File: src/design/wfa_pkg.sv
// Package for the worst fit segment allocator: sizes, payload types, codes.
`timescale 1ns / 1ps
package wfa_pkg;

  localparam int MAX_SEGMENTS = 128;
  localparam int IDX_W        = $clog2(MAX_SEGMENTS);
  localparam int CNT_W        = $clog2(MAX_SEGMENTS + 1);
  // free runs alternate with owned segments, plus the tail
  localparam int RUN_W        = $clog2(MAX_SEGMENTS / 2 + 2);
  localparam int SEG_W        = 16;
  localparam int BLK_W        = 8;
  localparam int DIV_CNT_W    = $clog2(SEG_W + 1);
  localparam logic [SEG_W-1:0] TOTAL_RESET = 16'd1024;

  localparam logic REQ_ALLOC   = 1'b0;
  localparam logic REQ_RELEASE = 1'b1;

  typedef enum logic [1:0] {
    ST_OK       = 2'd0,
    ST_NO_FREE  = 2'd1,
    ST_NO_FIT   = 2'd2,
    ST_NO_OWNER = 2'd3
  } status_t;

  typedef enum logic [2:0] {
    S_IDLE,
    S_SCAN,
    S_SHIFT,
    S_PLACE,
    S_RUNS,
    S_DIV,
    S_OUT
  } state_t;

  typedef struct packed {
    logic             req_type;
    logic [SEG_W-1:0] owner_id;
    logic [SEG_W-1:0] amount;
  } in_item_t;

  typedef struct packed {
    logic [1:0]       status;
    logic [SEG_W-1:0] address;
    logic [SEG_W-1:0] free_total;
    logic [BLK_W-1:0] free_blocks;
    logic [SEG_W-1:0] avg_size;
  } out_item_t;

  typedef struct packed {
    logic [SEG_W-1:0] owner;
    logic [SEG_W-1:0] size;
  } seg_entry_t;

endpackage

File: src/design/wfa_ram.sv
// Segment table memory: one write port, one registered read port.
`timescale 1ns / 1ps
module wfa_ram (
  input  logic                       clk,
  input  logic                       wr_en,
  input  logic [wfa_pkg::IDX_W-1:0]  wr_addr,
  input  wfa_pkg::seg_entry_t        wr_data,
  input  logic [wfa_pkg::IDX_W-1:0]  rd_addr,
  output wfa_pkg::seg_entry_t        rd_data
);

  wfa_pkg::seg_entry_t mem [wfa_pkg::MAX_SEGMENTS];
  wfa_pkg::seg_entry_t rd_data_r;

  always_ff @(posedge clk) begin
    if (wr_en) begin
      mem[wr_addr] <= wr_data;
    end
    rd_data_r <= mem[rd_addr];
  end

  assign rd_data = rd_data_r;

endmodule

File: src/design/wfa_div.sv
// Restoring divider, one quotient bit per cycle: free total over run count.
`timescale 1ns / 1ps
module wfa_div (
  input  logic                       clk,
  input  logic                       rst_n,
  input  logic                       start,
  input  logic [wfa_pkg::SEG_W-1:0]  dividend,
  input  logic [wfa_pkg::RUN_W-1:0]  divisor,
  output logic                       done,
  output logic [wfa_pkg::SEG_W-1:0]  quotient
);

  logic                          busy_r, busy_nxt;
  logic                          done_r, done_nxt;
  logic [wfa_pkg::DIV_CNT_W-1:0] cnt_r, cnt_nxt;
  logic [wfa_pkg::RUN_W-1:0]     rem_r, rem_nxt;
  logic [wfa_pkg::RUN_W-1:0]     dsr_r, dsr_nxt;
  logic [wfa_pkg::SEG_W-1:0]     quo_r, quo_nxt;
  logic [wfa_pkg::RUN_W:0]       trial;

  always_ff @(posedge clk) begin
    if (!rst_n) begin
      busy_r <= 1'b0;
      done_r <= 1'b0;
      cnt_r  <= '0;
    end else begin
      busy_r <= busy_nxt;
      done_r <= done_nxt;
      cnt_r  <= cnt_nxt;
    end
    rem_r <= rem_nxt;
    dsr_r <= dsr_nxt;
    quo_r <= quo_nxt;
  end

  always_comb begin
    busy_nxt = busy_r;
    done_nxt = 1'b0;
    cnt_nxt  = cnt_r;
    rem_nxt  = rem_r;
    dsr_nxt  = dsr_r;
    quo_nxt  = quo_r;
    trial    = {rem_r, quo_r[wfa_pkg::SEG_W-1]};
    if (start) begin
      busy_nxt = 1'b1;
      cnt_nxt  = wfa_pkg::DIV_CNT_W'(wfa_pkg::SEG_W);
      rem_nxt  = '0;
      dsr_nxt  = divisor;
      quo_nxt  = dividend;
    end else if (busy_r) begin
      if (trial >= {1'b0, dsr_r}) begin
        rem_nxt = wfa_pkg::RUN_W'(trial - {1'b0, dsr_r});
        quo_nxt = {quo_r[wfa_pkg::SEG_W-2:0], 1'b1};
      end else begin
        rem_nxt = trial[wfa_pkg::RUN_W-1:0];
        quo_nxt = {quo_r[wfa_pkg::SEG_W-2:0], 1'b0};
      end
      cnt_nxt = cnt_r - 1'b1;
      if (cnt_r == wfa_pkg::DIV_CNT_W'(1)) begin
        busy_nxt = 1'b0;
        done_nxt = 1'b1;
      end
    end
  end

  assign done     = done_r;
  assign quotient = quo_r;

endmodule

File: src/design/worst_fit_segment_allocator.sv
// Worst fit segment allocator: request sequencer, table walks and result register.
//
// One request is taken at a time; in_ready is high only while the block is idle.
// An item goes through the table scan; when a free segment is split, a shift that opens
// a gap and a step that places the remainder; a recount of free runs and a total of the
// sizes over the updated list; the average when there is a free run (divider load, one
// quotient bit a cycle, done); and then holding the result until it is taken, with the
// single read port of the segment table setting the pace. A request rejected on intake
// skips the scan and shift.
// A write on cfg_we while idle sets the total size and empties the list at once.
`timescale 1ns / 1ps
module worst_fit_segment_allocator (
  input  logic                         clk,
  input  logic                         rst_n,
  input  logic                         in_valid,
  output logic                         in_ready,
  input  wfa_pkg::in_item_t            in_data,
  output logic                         out_valid,
  input  logic                         out_ready,
  output wfa_pkg::out_item_t           out_data,
  input  logic                         cfg_we,
  input  logic [wfa_pkg::SEG_W-1:0]    cfg_data
);

  localparam int IDX_W = wfa_pkg::IDX_W;
  localparam int CNT_W = wfa_pkg::CNT_W;
  localparam int RUN_W = wfa_pkg::RUN_W;
  localparam int SEG_W = wfa_pkg::SEG_W;

  wfa_pkg::state_t    state_r, state_nxt;
  wfa_pkg::in_item_t  req_r, req_nxt;
  wfa_pkg::status_t   status_r, status_nxt;
  wfa_pkg::out_item_t out_r, out_nxt;
  logic               out_valid_r, out_valid_nxt;
  logic [SEG_W-1:0]   addr_r, addr_nxt;
  logic               found_r, found_nxt;
  logic [IDX_W-1:0]   best_r, best_nxt;
  logic [SEG_W-1:0]   best_sz_r, best_sz_nxt;
  logic [SEG_W-1:0]   best_start_r, best_start_nxt;
  logic [SEG_W-1:0]   sum_r, sum_nxt;
  logic [CNT_W-1:0]   ptr_r, ptr_nxt;
  logic               dv_r, dv_nxt;
  logic [IDX_W-1:0]   didx_r, didx_nxt;
  logic               sh_done_r, sh_done_nxt;
  logic               prev_free_r, prev_free_nxt;
  logic [RUN_W-1:0]   runs_r, runs_nxt;
  logic [CNT_W-1:0]   cnt_r, cnt_nxt;
  logic [SEG_W-1:0]   free_r, free_nxt;
  logic [SEG_W-1:0]   total_r, total_nxt;

  logic                mem_we;
  logic [IDX_W-1:0]    mem_waddr;
  wfa_pkg::seg_entry_t mem_wdata;
  wfa_pkg::seg_entry_t mem_rdata;
  logic                div_start;
  logic                div_done;
  logic [SEG_W-1:0]    div_quo;

  logic               issue;
  logic               full;
  logic [SEG_W-1:0]   tail;
  logic               cand;
  logic [RUN_W-1:0]   runs_fin;
  logic [CNT_W-1:0]   best_p1;

  wfa_ram u_ram (
    .clk     (clk),
    .wr_en   (mem_we),
    .wr_addr (mem_waddr),
    .wr_data (mem_wdata),
    .rd_addr (ptr_r[IDX_W-1:0]),
    .rd_data (mem_rdata)
  );

  wfa_div u_div (
    .clk      (clk),
    .rst_n    (rst_n),
    .start    (div_start),
    .dividend (free_r),
    .divisor  (runs_r),
    .done     (div_done),
    .quotient (div_quo)
  );

  always_ff @(posedge clk) begin
    if (!rst_n) begin
      state_r     <= wfa_pkg::S_IDLE;
      out_valid_r <= 1'b0;
      dv_r        <= 1'b0;
      cnt_r       <= '0;
      free_r      <= wfa_pkg::TOTAL_RESET;
      total_r     <= wfa_pkg::TOTAL_RESET;
    end else begin
      state_r     <= state_nxt;
      out_valid_r <= out_valid_nxt;
      dv_r        <= dv_nxt;
      cnt_r       <= cnt_nxt;
      free_r      <= free_nxt;
      total_r     <= total_nxt;
    end
    req_r        <= req_nxt;
    status_r     <= status_nxt;
    out_r        <= out_nxt;
    addr_r       <= addr_nxt;
    found_r      <= found_nxt;
    best_r       <= best_nxt;
    best_sz_r    <= best_sz_nxt;
    best_start_r <= best_start_nxt;
    sum_r        <= sum_nxt;
    ptr_r        <= ptr_nxt;
    didx_r       <= didx_nxt;
    sh_done_r    <= sh_done_nxt;
    prev_free_r  <= prev_free_nxt;
    runs_r       <= runs_nxt;
  end

  assign issue    = ptr_r < cnt_r;
  assign full     = cnt_r == CNT_W'(wfa_pkg::MAX_SEGMENTS);
  assign tail     = (total_r > sum_r) ? total_r - sum_r : '0;
  assign best_p1  = {1'b0, best_r} + 1'b1;
  assign cand     = (mem_rdata.owner == '0) && (mem_rdata.size >= req_r.amount) &&
                    (!full || mem_rdata.size == req_r.amount);
  assign runs_fin = runs_r + RUN_W'((tail != '0) && !prev_free_r);

  always_comb begin
    state_nxt      = state_r;
    req_nxt        = req_r;
    status_nxt     = status_r;
    out_nxt        = out_r;
    out_valid_nxt  = out_valid_r;
    addr_nxt       = addr_r;
    found_nxt      = found_r;
    best_nxt       = best_r;
    best_sz_nxt    = best_sz_r;
    best_start_nxt = best_start_r;
    sum_nxt        = sum_r;
    ptr_nxt        = ptr_r;
    dv_nxt         = 1'b0;
    didx_nxt       = didx_r;
    sh_done_nxt    = sh_done_r;
    prev_free_nxt  = prev_free_r;
    runs_nxt       = runs_r;
    cnt_nxt        = cnt_r;
    free_nxt       = free_r;
    total_nxt      = total_r;
    mem_we         = 1'b0;
    mem_waddr      = best_r;
    mem_wdata      = '{owner: req_r.owner_id, size: req_r.amount};
    div_start      = 1'b0;

    case (state_r)
      wfa_pkg::S_IDLE: begin
        if (cfg_we) begin
          total_nxt = cfg_data;
          free_nxt  = cfg_data;
          cnt_nxt   = '0;
        end
        ptr_nxt       = '0;
        sum_nxt       = '0;
        found_nxt     = 1'b0;
        addr_nxt      = '0;
        runs_nxt      = '0;
        prev_free_nxt = 1'b0;
        if (in_valid) begin
          req_nxt    = in_data;
          status_nxt = wfa_pkg::ST_OK;
          state_nxt  = wfa_pkg::S_SCAN;
          if (in_data.owner_id == '0) begin
            status_nxt = wfa_pkg::ST_NO_OWNER;
            state_nxt  = wfa_pkg::S_RUNS;
          end
          if (in_data.req_type == wfa_pkg::REQ_ALLOC) begin
            if (in_data.amount == '0) begin
              status_nxt = wfa_pkg::ST_NO_FIT;
              state_nxt  = wfa_pkg::S_RUNS;
            end else if (in_data.owner_id != '0 && in_data.amount > free_r) begin
              status_nxt = wfa_pkg::ST_NO_FREE;
              state_nxt  = wfa_pkg::S_RUNS;
            end
          end
        end
      end

      wfa_pkg::S_SCAN: begin
        if (issue) begin
          ptr_nxt  = ptr_r + 1'b1;
          dv_nxt   = 1'b1;
          didx_nxt = ptr_r[IDX_W-1:0];
        end
        if (dv_r) begin
          sum_nxt = sum_r + mem_rdata.size;
          if (req_r.req_type == wfa_pkg::REQ_ALLOC) begin
            if (cand && (!found_r || mem_rdata.size > best_sz_r)) begin
              found_nxt      = 1'b1;
              best_nxt       = didx_r;
              best_sz_nxt    = mem_rdata.size;
              best_start_nxt = sum_r;
            end
          end else if (!found_r && mem_rdata.owner == req_r.owner_id) begin
            found_nxt      = 1'b1;
            best_nxt       = didx_r;
            best_sz_nxt    = mem_rdata.size;
            best_start_nxt = sum_r;
          end
        end
        if (!issue && !dv_r) begin
          state_nxt = wfa_pkg::S_RUNS;
          ptr_nxt   = '0;
          sum_nxt   = '0;
          if (req_r.req_type == wfa_pkg::REQ_ALLOC) begin
            if (!full && tail >= req_r.amount && (!found_r || tail > best_sz_r)) begin
              // new entry after the last listed segment
              mem_we    = 1'b1;
              mem_waddr = cnt_r[IDX_W-1:0];
              addr_nxt  = sum_r;
              cnt_nxt   = cnt_r + 1'b1;
              free_nxt  = free_r - req_r.amount;
            end else if (!found_r) begin
              status_nxt = wfa_pkg::ST_NO_FIT;
            end else begin
              mem_we   = 1'b1;
              addr_nxt = best_start_r;
              free_nxt = free_r - req_r.amount;
              if (best_sz_r > req_r.amount) begin
                // open a gap behind the chosen entry for the remainder
                state_nxt   = wfa_pkg::S_SHIFT;
                ptr_nxt     = cnt_r - 1'b1;
                sh_done_nxt = best_p1 == cnt_r;
              end
            end
          end else if (found_r) begin
            mem_we    = 1'b1;
            mem_wdata = '{owner: '0, size: best_sz_r};
            addr_nxt  = best_start_r;
            free_nxt  = free_r + best_sz_r;
          end else begin
            status_nxt = wfa_pkg::ST_NO_OWNER;
          end
        end
      end

      wfa_pkg::S_SHIFT: begin
        if (!sh_done_r) begin
          dv_nxt   = 1'b1;
          didx_nxt = ptr_r[IDX_W-1:0];
          if (ptr_r == best_p1) begin
            sh_done_nxt = 1'b1;
          end else begin
            ptr_nxt = ptr_r - 1'b1;
          end
        end
        if (dv_r) begin
          mem_we    = 1'b1;
          mem_waddr = didx_r + 1'b1;
          mem_wdata = mem_rdata;
        end
        if (sh_done_r && !dv_r) begin
          state_nxt = wfa_pkg::S_PLACE;
        end
      end

      wfa_pkg::S_PLACE: begin
        mem_we    = 1'b1;
        mem_waddr = best_p1[IDX_W-1:0];
        mem_wdata = '{owner: '0, size: best_sz_r - req_r.amount};
        cnt_nxt   = cnt_r + 1'b1;
        ptr_nxt   = '0;
        sum_nxt   = '0;
        state_nxt = wfa_pkg::S_RUNS;
      end

      wfa_pkg::S_RUNS: begin
        if (issue) begin
          ptr_nxt  = ptr_r + 1'b1;
          dv_nxt   = 1'b1;
          didx_nxt = ptr_r[IDX_W-1:0];
        end
        if (dv_r) begin
          sum_nxt       = sum_r + mem_rdata.size;
          prev_free_nxt = mem_rdata.owner == '0;
          if (mem_rdata.owner == '0 && !prev_free_r) begin
            runs_nxt = runs_r + 1'b1;
          end
        end
        if (!issue && !dv_r) begin
          runs_nxt = runs_fin;
          if (runs_fin == '0) begin
            out_nxt       = '{status: status_r, address: addr_r, free_total: free_r,
                              free_blocks: '0, avg_size: '0};
            out_valid_nxt = 1'b1;
            state_nxt     = wfa_pkg::S_OUT;
          end else begin
            state_nxt = wfa_pkg::S_DIV;
          end
        end
      end

      wfa_pkg::S_DIV: begin
        // first cycle here loads the divider with the final run count
        div_start = !sh_done_r;
        sh_done_nxt = 1'b1;
        if (div_done) begin
          out_nxt       = '{status: status_r, address: addr_r, free_total: free_r,
                            free_blocks: wfa_pkg::BLK_W'(runs_r), avg_size: div_quo};
          out_valid_nxt = 1'b1;
          state_nxt     = wfa_pkg::S_OUT;
        end
      end

      wfa_pkg::S_OUT: begin
        if (out_ready) begin
          out_valid_nxt = 1'b0;
          state_nxt     = wfa_pkg::S_IDLE;
        end
      end

      default: begin
        state_nxt = wfa_pkg::S_IDLE;
      end
    endcase

    // the divider handshake reuses sh_done_r as its start flag
    if (state_r == wfa_pkg::S_RUNS && state_nxt == wfa_pkg::S_DIV) begin
      sh_done_nxt = 1'b0;
    end
  end

  assign in_ready  = state_r == wfa_pkg::S_IDLE;
  assign out_valid = out_valid_r;
  assign out_data  = out_r;

`ifndef ASSERT_OFF
  a_ready_out_excl: assert property (@(posedge clk) disable iff (!rst_n)
    !(in_ready && out_valid))
    else $error("input ready while a result is pending");

  a_cnt_bound: assert property (@(posedge clk) disable iff (!rst_n)
    cnt_r <= CNT_W'(wfa_pkg::MAX_SEGMENTS))
    else $error("segment count above table depth");

  a_free_bound: assert property (@(posedge clk) disable iff (!rst_n)
    free_r <= total_r)
    else $error("free total above managed size");

  a_ok_status: assert property (@(posedge clk) disable iff (!rst_n)
    (state_r == wfa_pkg::S_IDLE && in_valid && in_data.req_type == wfa_pkg::REQ_ALLOC &&
     in_data.amount > free_r) |=> status_r != wfa_pkg::ST_OK)
    else $error("oversized allocate not rejected");
`endif

endmodule
File: config.mk
export PLATFORM = sky130hd
export DESIGN_NAME = worst_fit_segment_allocator
export DESIGN_NICKNAME = d
export VERILOG_FILES = /design/src/design/wfa_pkg.sv /design/src/design/wfa_ram.sv /design/src/design/wfa_div.sv /design/src/design/worst_fit_segment_allocator.sv
export SDC_FILE = /design/constraint.sdc
export NUM_CORES = 2
export LEC_CHECK = 0
export BUFFER_PORTS_ARGS = -buffer_cell sky130_fd_sc_hd__buf_2
export CAP_MARGIN = 30
export CORE_ASPECT_RATIO = 1.4
export CORE_MARGIN = 4
export CORE_UTILIZATION = 40
export CTS_CLUSTER_DIAMETER = 50
export DETAILED_ROUTE_END_ITERATION = 12
export GPL_ROUTABILITY_DRIVEN = 1
export GPL_TIMING_DRIVEN = 0
export PLACE_DENSITY = 0.61
export RECOVER_POWER = 50
export REMOVE_ABC_BUFFERS = 1
export SLEW_MARGIN = 5
export SYNTH_ARGS = -nofsm -noshare
export SYNTH_HDL_FRONTEND = slang
export SYNTH_SLANG_ARGS = --single-unit
export TNS_END_PERCENT = 20
File: constraint.sdc
create_clock -name clk -period 26.1 [get_ports clk]
set_input_delay 5.22 -clock clk [delete_from_list [all_inputs] [get_ports clk]]
set_output_delay 5.22 -clock clk [all_outputs]
set_load 0.03 [all_outputs]
==> impl_metrics.ini <==
[sta]
finalMaxSlewViolations = 3950
final_critical_path_share_of_the_clock_period_pct = 42.3
worst_pin_slew_ns = 4.24
totalNegativeSetupSlack_ns = 0
post-route-min-period_ns = 11.04
maxSlewHeadroom_pct = -182
rsz_0062_raised_after_global_routing = false
skew_ns = 0.0407
timing.final.setup_violations = 0
report.final.hold_viol_count = 0
fmaxAchievable_mhz = 90.5

[pwr]
power.switching_fraction_pct = 31.6
power_frac_comb_pct = 32.3
power.share.sequential_pct = 41.2
total_leakage_power_nw = 66.3
p_per_area_nw_per_um2 = 104
power.share.clock_pct = 26.5
net-switching-power_mw = 6.89
cell_internal_pwr_mw = 14.9
vdd_drop_max_uv = 93.4

[worst_hold_path]
holdPathStages = 0
worst_hold_startpoint = addr_r[0]
worst_hold_path.endpoint = out_data[40]
timing.hold.worst.class = register to register

[die]
floorplan.io_pins = 114
die_area_um2 = 450000
die_width_um = 568
rows = 287
core-area_um2 = 437000
die_height_um = 792
start_util_pct = 40.2

[cells_and_area]
final_layout_size_suffix_gt1_share_pct = 33.2
syn2layout_area_growth_pct = 19.0
design.final.nets = 9309
fill_cells = 35100
seq_area_um2 = 131000
multiInputGateArea_um2 = 43100
final_core_util_pct = 47.9

[setup_path]
ff2ff_path_depth = 15
r2r_start = ptr_r[0]
critical_path_class = register to register
setup_slack_of_the_worst_register_to_register_path_ns = 15.06
timing.critical_path.fanout_max = 12
worstSetupEndpointType = register
worst_ep_required_time_ns = 26.90
r2r-end = u_ram.rd_data[8]
startpoint_type = register
worst_ep_arrival_time_ns = 11.84

[global_routing]
grt_pass1_wl_mm = 674
first_global_vias = 90400
grt_antenna_before_repair = 52
globalRouteTotalUtil_pct = 20.8
grt_start_max_net_pins = 81
remaining_global_route_overflow = 0

[routing]
wl_per_cell_um = 30.9
number_of_vias_in_the_routed_layout = 88900
remaining_drc_errors = 0
detail_route.vias_per_cell = 5.83
dr.pass1.iters = 6
detail_route.iter0.violations = 10100
ant_nets = 0
routed_wire_length_mm = 472

[yosys]
synth_cells = 7983
ys.warnings.count = 0
post_synth_instance_area_um2 = 176000
synth_ff_type = sky130_fd_sc_hd__edfxtp_1
count_of_flip_flops_with_a_built_in_enable_after_synthesis = 4306
synth.yosys.seq_area_share_pct = 74.7
synth-seq-cells = 4398
post_synth.cell_area_avg_um2 = 22.0
synth.lib_cells_used.distinct = 86
synthArstFlopShare_pct = 0

[outcome]
failed_checks = max-capacitance violations, max-slew violations
status = finished with violations

[cts]
tritoncts_num_sinks = 4398
cts.root.buffer_cell = sky130_fd_sc_hd__clkbuf_16
cts.path.max_buffers = 4
path_clk_slew_ns = 0.07
ctsResizeCount = 0
clkLatencyLatePin_ns = 0.96
tritoncts_clock_tree = yes
cts_post_setup_buffers_inserted = 0
cts_max_level = 5
numCtsBuffers = 394
hold_buffers = 0

[job]
timing.max_cap.violations = 87

[placement]
placement.io_buffers = 112
dp.final_hpwl_mm = 341
routabilityCongestion = 0.869
[layout by cell type, fill, tap and decap left out, types with 27 or more instances in the layout]
| cell | count |
|---|---|
| sky130_fd_sc_hd__ha_1 | 169 |
| sky130_fd_sc_hd__buf_8 | 110 |
| sky130_fd_sc_hd__buf_16 | 244 |
| sky130_fd_sc_hd__buf_4 | 398 |
| sky130_fd_sc_hd__xor2_1 | 46 |
| sky130_fd_sc_hd__nor3_4 | 27 |
| sky130_fd_sc_hd__diode_2 | 82 |
| sky130_fd_sc_hd__nor4_2 | 52 |
| sky130_fd_sc_hd__mux2_2 | 44 |
| sky130_fd_sc_hd__nand2_1 | 177 |
| sky130_fd_sc_hd__clkbuf_1 | 205 |
| sky130_fd_sc_hd__a211oi_1 | 39 |
| sky130_fd_sc_hd__dfxtp_1 | 90 |
| sky130_fd_sc_hd__inv_1 | 114 |
| sky130_fd_sc_hd__and3_1 | 45 |
| sky130_fd_sc_hd__nor3_2 | 37 |
| sky130_fd_sc_hd__a21oi_1 | 125 |
| sky130_fd_sc_hd__nand4_1 | 35 |
| sky130_fd_sc_hd__buf_6 | 143 |
| sky130_fd_sc_hd__bufinv_16 | 36 |
| sky130_fd_sc_hd__nor3_1 | 34 |
| sky130_fd_sc_hd__clkbuf_16 | 403 |
| sky130_fd_sc_hd__edfxtp_1 | 4306 |
| sky130_fd_sc_hd__mux4_2 | 1344 |
| sky130_fd_sc_hd__buf_2 | 82 |
| sky130_fd_sc_hd__mux2i_1 | 53 |
| sky130_fd_sc_hd__a21o_1 | 40 |
| sky130_fd_sc_hd__nand3_1 | 48 |
| sky130_fd_sc_hd__clkinv_2 | 58 |
| sky130_fd_sc_hd__clkinv_1 | 76 |
| sky130_fd_sc_hd__nor2_1 | 155 |
| sky130_fd_sc_hd__o21ai_0 | 105 |
| sky130_fd_sc_hd__xnor2_1 | 80 |
[worst max-delay path by stage]
| stage | slack (ns) | depth (start not counted) | endpoint | startpoint |
|---|---|---|---|---|
| 2_1_floorplan | -18.11 | 9 | u_ram.mem[112][0] | ptr_r[0] |
| 6_report | 15.06 | 15 | u_ram.rd_data[8] | ptr_r[0] |
| 4_1_cts | 16.73 | 28 | u_ram.mem[101][11] | sum_r[0] |
| 3_5_place_dp | 16.77 | 28 | u_ram.mem[101][11] | sum_r[0] |
| 3_3_place_gp | -41.77 | 9 | u_ram.mem[109][0] | ptr_r[0] |
| 5_1_grt | 13.72 | 15 | u_ram.rd_data[8] | ptr_r[0] |
[cell usage after synthesis (all sizes together) (6+ instances only)]
master	instances	area (um2)
edfxtp	4306	129000
mux4	1344	30300
clkbuf	298	1120
nand2	179	672
ha	169	2110
nor2	157	589
buf	134	564
a21oi	125	626
inv	115	432
o21ai	109	546
nor3	98	626
dfxtp	92	1840
nor4	87	658
xnor2	80	701
mux2i	53	531
mux2	50	563
nand3	50	263
xor2	46	403
and3	45	282
a21o	40	300
a211oi	39	293
nand4	35	219
o211ai	24	180
nor2b	20	125
a21boi	19	143
o21a	19	150
nand2b	18	113
or3	18	113
a22o	17	149
a31oi	15	100
o31ai	15	113
o211a	14	140
or2	12	75.1
or4	12	90.1
o21bai	9	67.6
a221oi	8	70.1
and2	8	50.1
and4	8	70.1
o22ai	7	43.8
a31o	6	52.6
[final cells by class]
type,instances,share of cell area (%)
Clock inverter,226,1.07
Multi-Input combinational cell,3035,20.6
Sequential cell,4398,62.8
Tap cell,5780,3.46
Antenna cell,82,0.0982
Clock buffer,475,4.98
Timing Repair Buffer,1134,6.79
Inverter,118,0.212
[critical path: stages (launching register included)]
cell and delay [ns]:
sky130_fd_sc_hd__edfxtp_1 0.64, sky130_fd_sc_hd__clkbuf_1 0.79, sky130_fd_sc_hd__clkbuf_1 0.79, sky130_fd_sc_hd__clkbuf_1 0.82, sky130_fd_sc_hd__clkbuf_1 0.62, sky130_fd_sc_hd__clkbuf_1 0.73, sky130_fd_sc_hd__clkbuf_1 0.85, sky130_fd_sc_hd__clkbuf_1 0.58
sky130_fd_sc_hd__clkbuf_1 0.70, sky130_fd_sc_hd__clkbuf_1 0.60, sky130_fd_sc_hd__clkbuf_1 0.75, sky130_fd_sc_hd__clkbuf_1 0.62, sky130_fd_sc_hd__mux4_2 0.58, sky130_fd_sc_hd__mux4_2 0.58, sky130_fd_sc_hd__mux4_2 0.71, sky130_fd_sc_hd__mux2_1 0.45
[per-layer routing]
| layer | vias to the layer above | GRT usage, % | wire length (um) |
|---|---|---|---|
| met5 | - | 0 | 24 |
| met4 | 4 | 10.1 | 27100 |
| met3 | 887 | 2.83 | 33200 |
| met2 | 4065 | 34.5 | 234000 |
| met1 | 47700 | 27.1 | 177000 |
| li1 | 36200 | - | - |
[sequential cells by signal, summed over array words and instances (netlist names), 2 cells and up]
register	flops
u_div.cnt_r	5
best_sz_r	16
state_r	3
best_start_r	16
u_div.quotient	16
status_r	2
ptr_r	8
total_r	16
best_r	7
runs_r	7
req_r	33
out_data	57
sum_r	16
u_ram.mem	4096
cnt_r	8
u_ram.rd_data	32
free_r	16
didx_r	7
u_div.dsr_r	7
addr_r	16
u_div.rem_r	7
[metrics by stage]
stage          instances  cell area, um2  worst slack, ns  total power [mW]  hold slack [ns]
2_1_floorplan       7551          174000           -18.11              16.7            0.400
3_3_place_gp       13400          182000           -41.77              20.2            0.436
3_5_place_dp       14500          198000            16.77              16.4            0.437
4_1_cts            15200          211000            16.73              22.2            0.452
5_1_grt            15200          209000            13.72              22.5            0.463
6_report           15200          209000            15.06              21.8            0.450
[power groups by stage]
stage	clock network, mW	registers [mW]	logic (mW)
finish	5.77	8.97	7.03
global route	6.18	8.98	7.37
CTS	5.89	8.88	7.42
detailed placement	0	9.03	7.39
global placement	0	10.2	9.96
floorplan	0	9.66	7.09
[logic make-up (layout without fill, tap and decap cells)]
logic type	count (synthesis)	count (layout)	synth area share, %
buffers and inverters	550	1953	1.21
other	1	83	0.00214
AOI/OAI and AO/OA	525	525	2.01
and+or+nand+nor	762	762	2.32
DFF	4398	4398	74.7
muxes	1447	1447	17.9
adders and majority gates	174	174	1.26
xor gates and xnor gates	126	126	0.629
(Power assumes the default switching activity.)
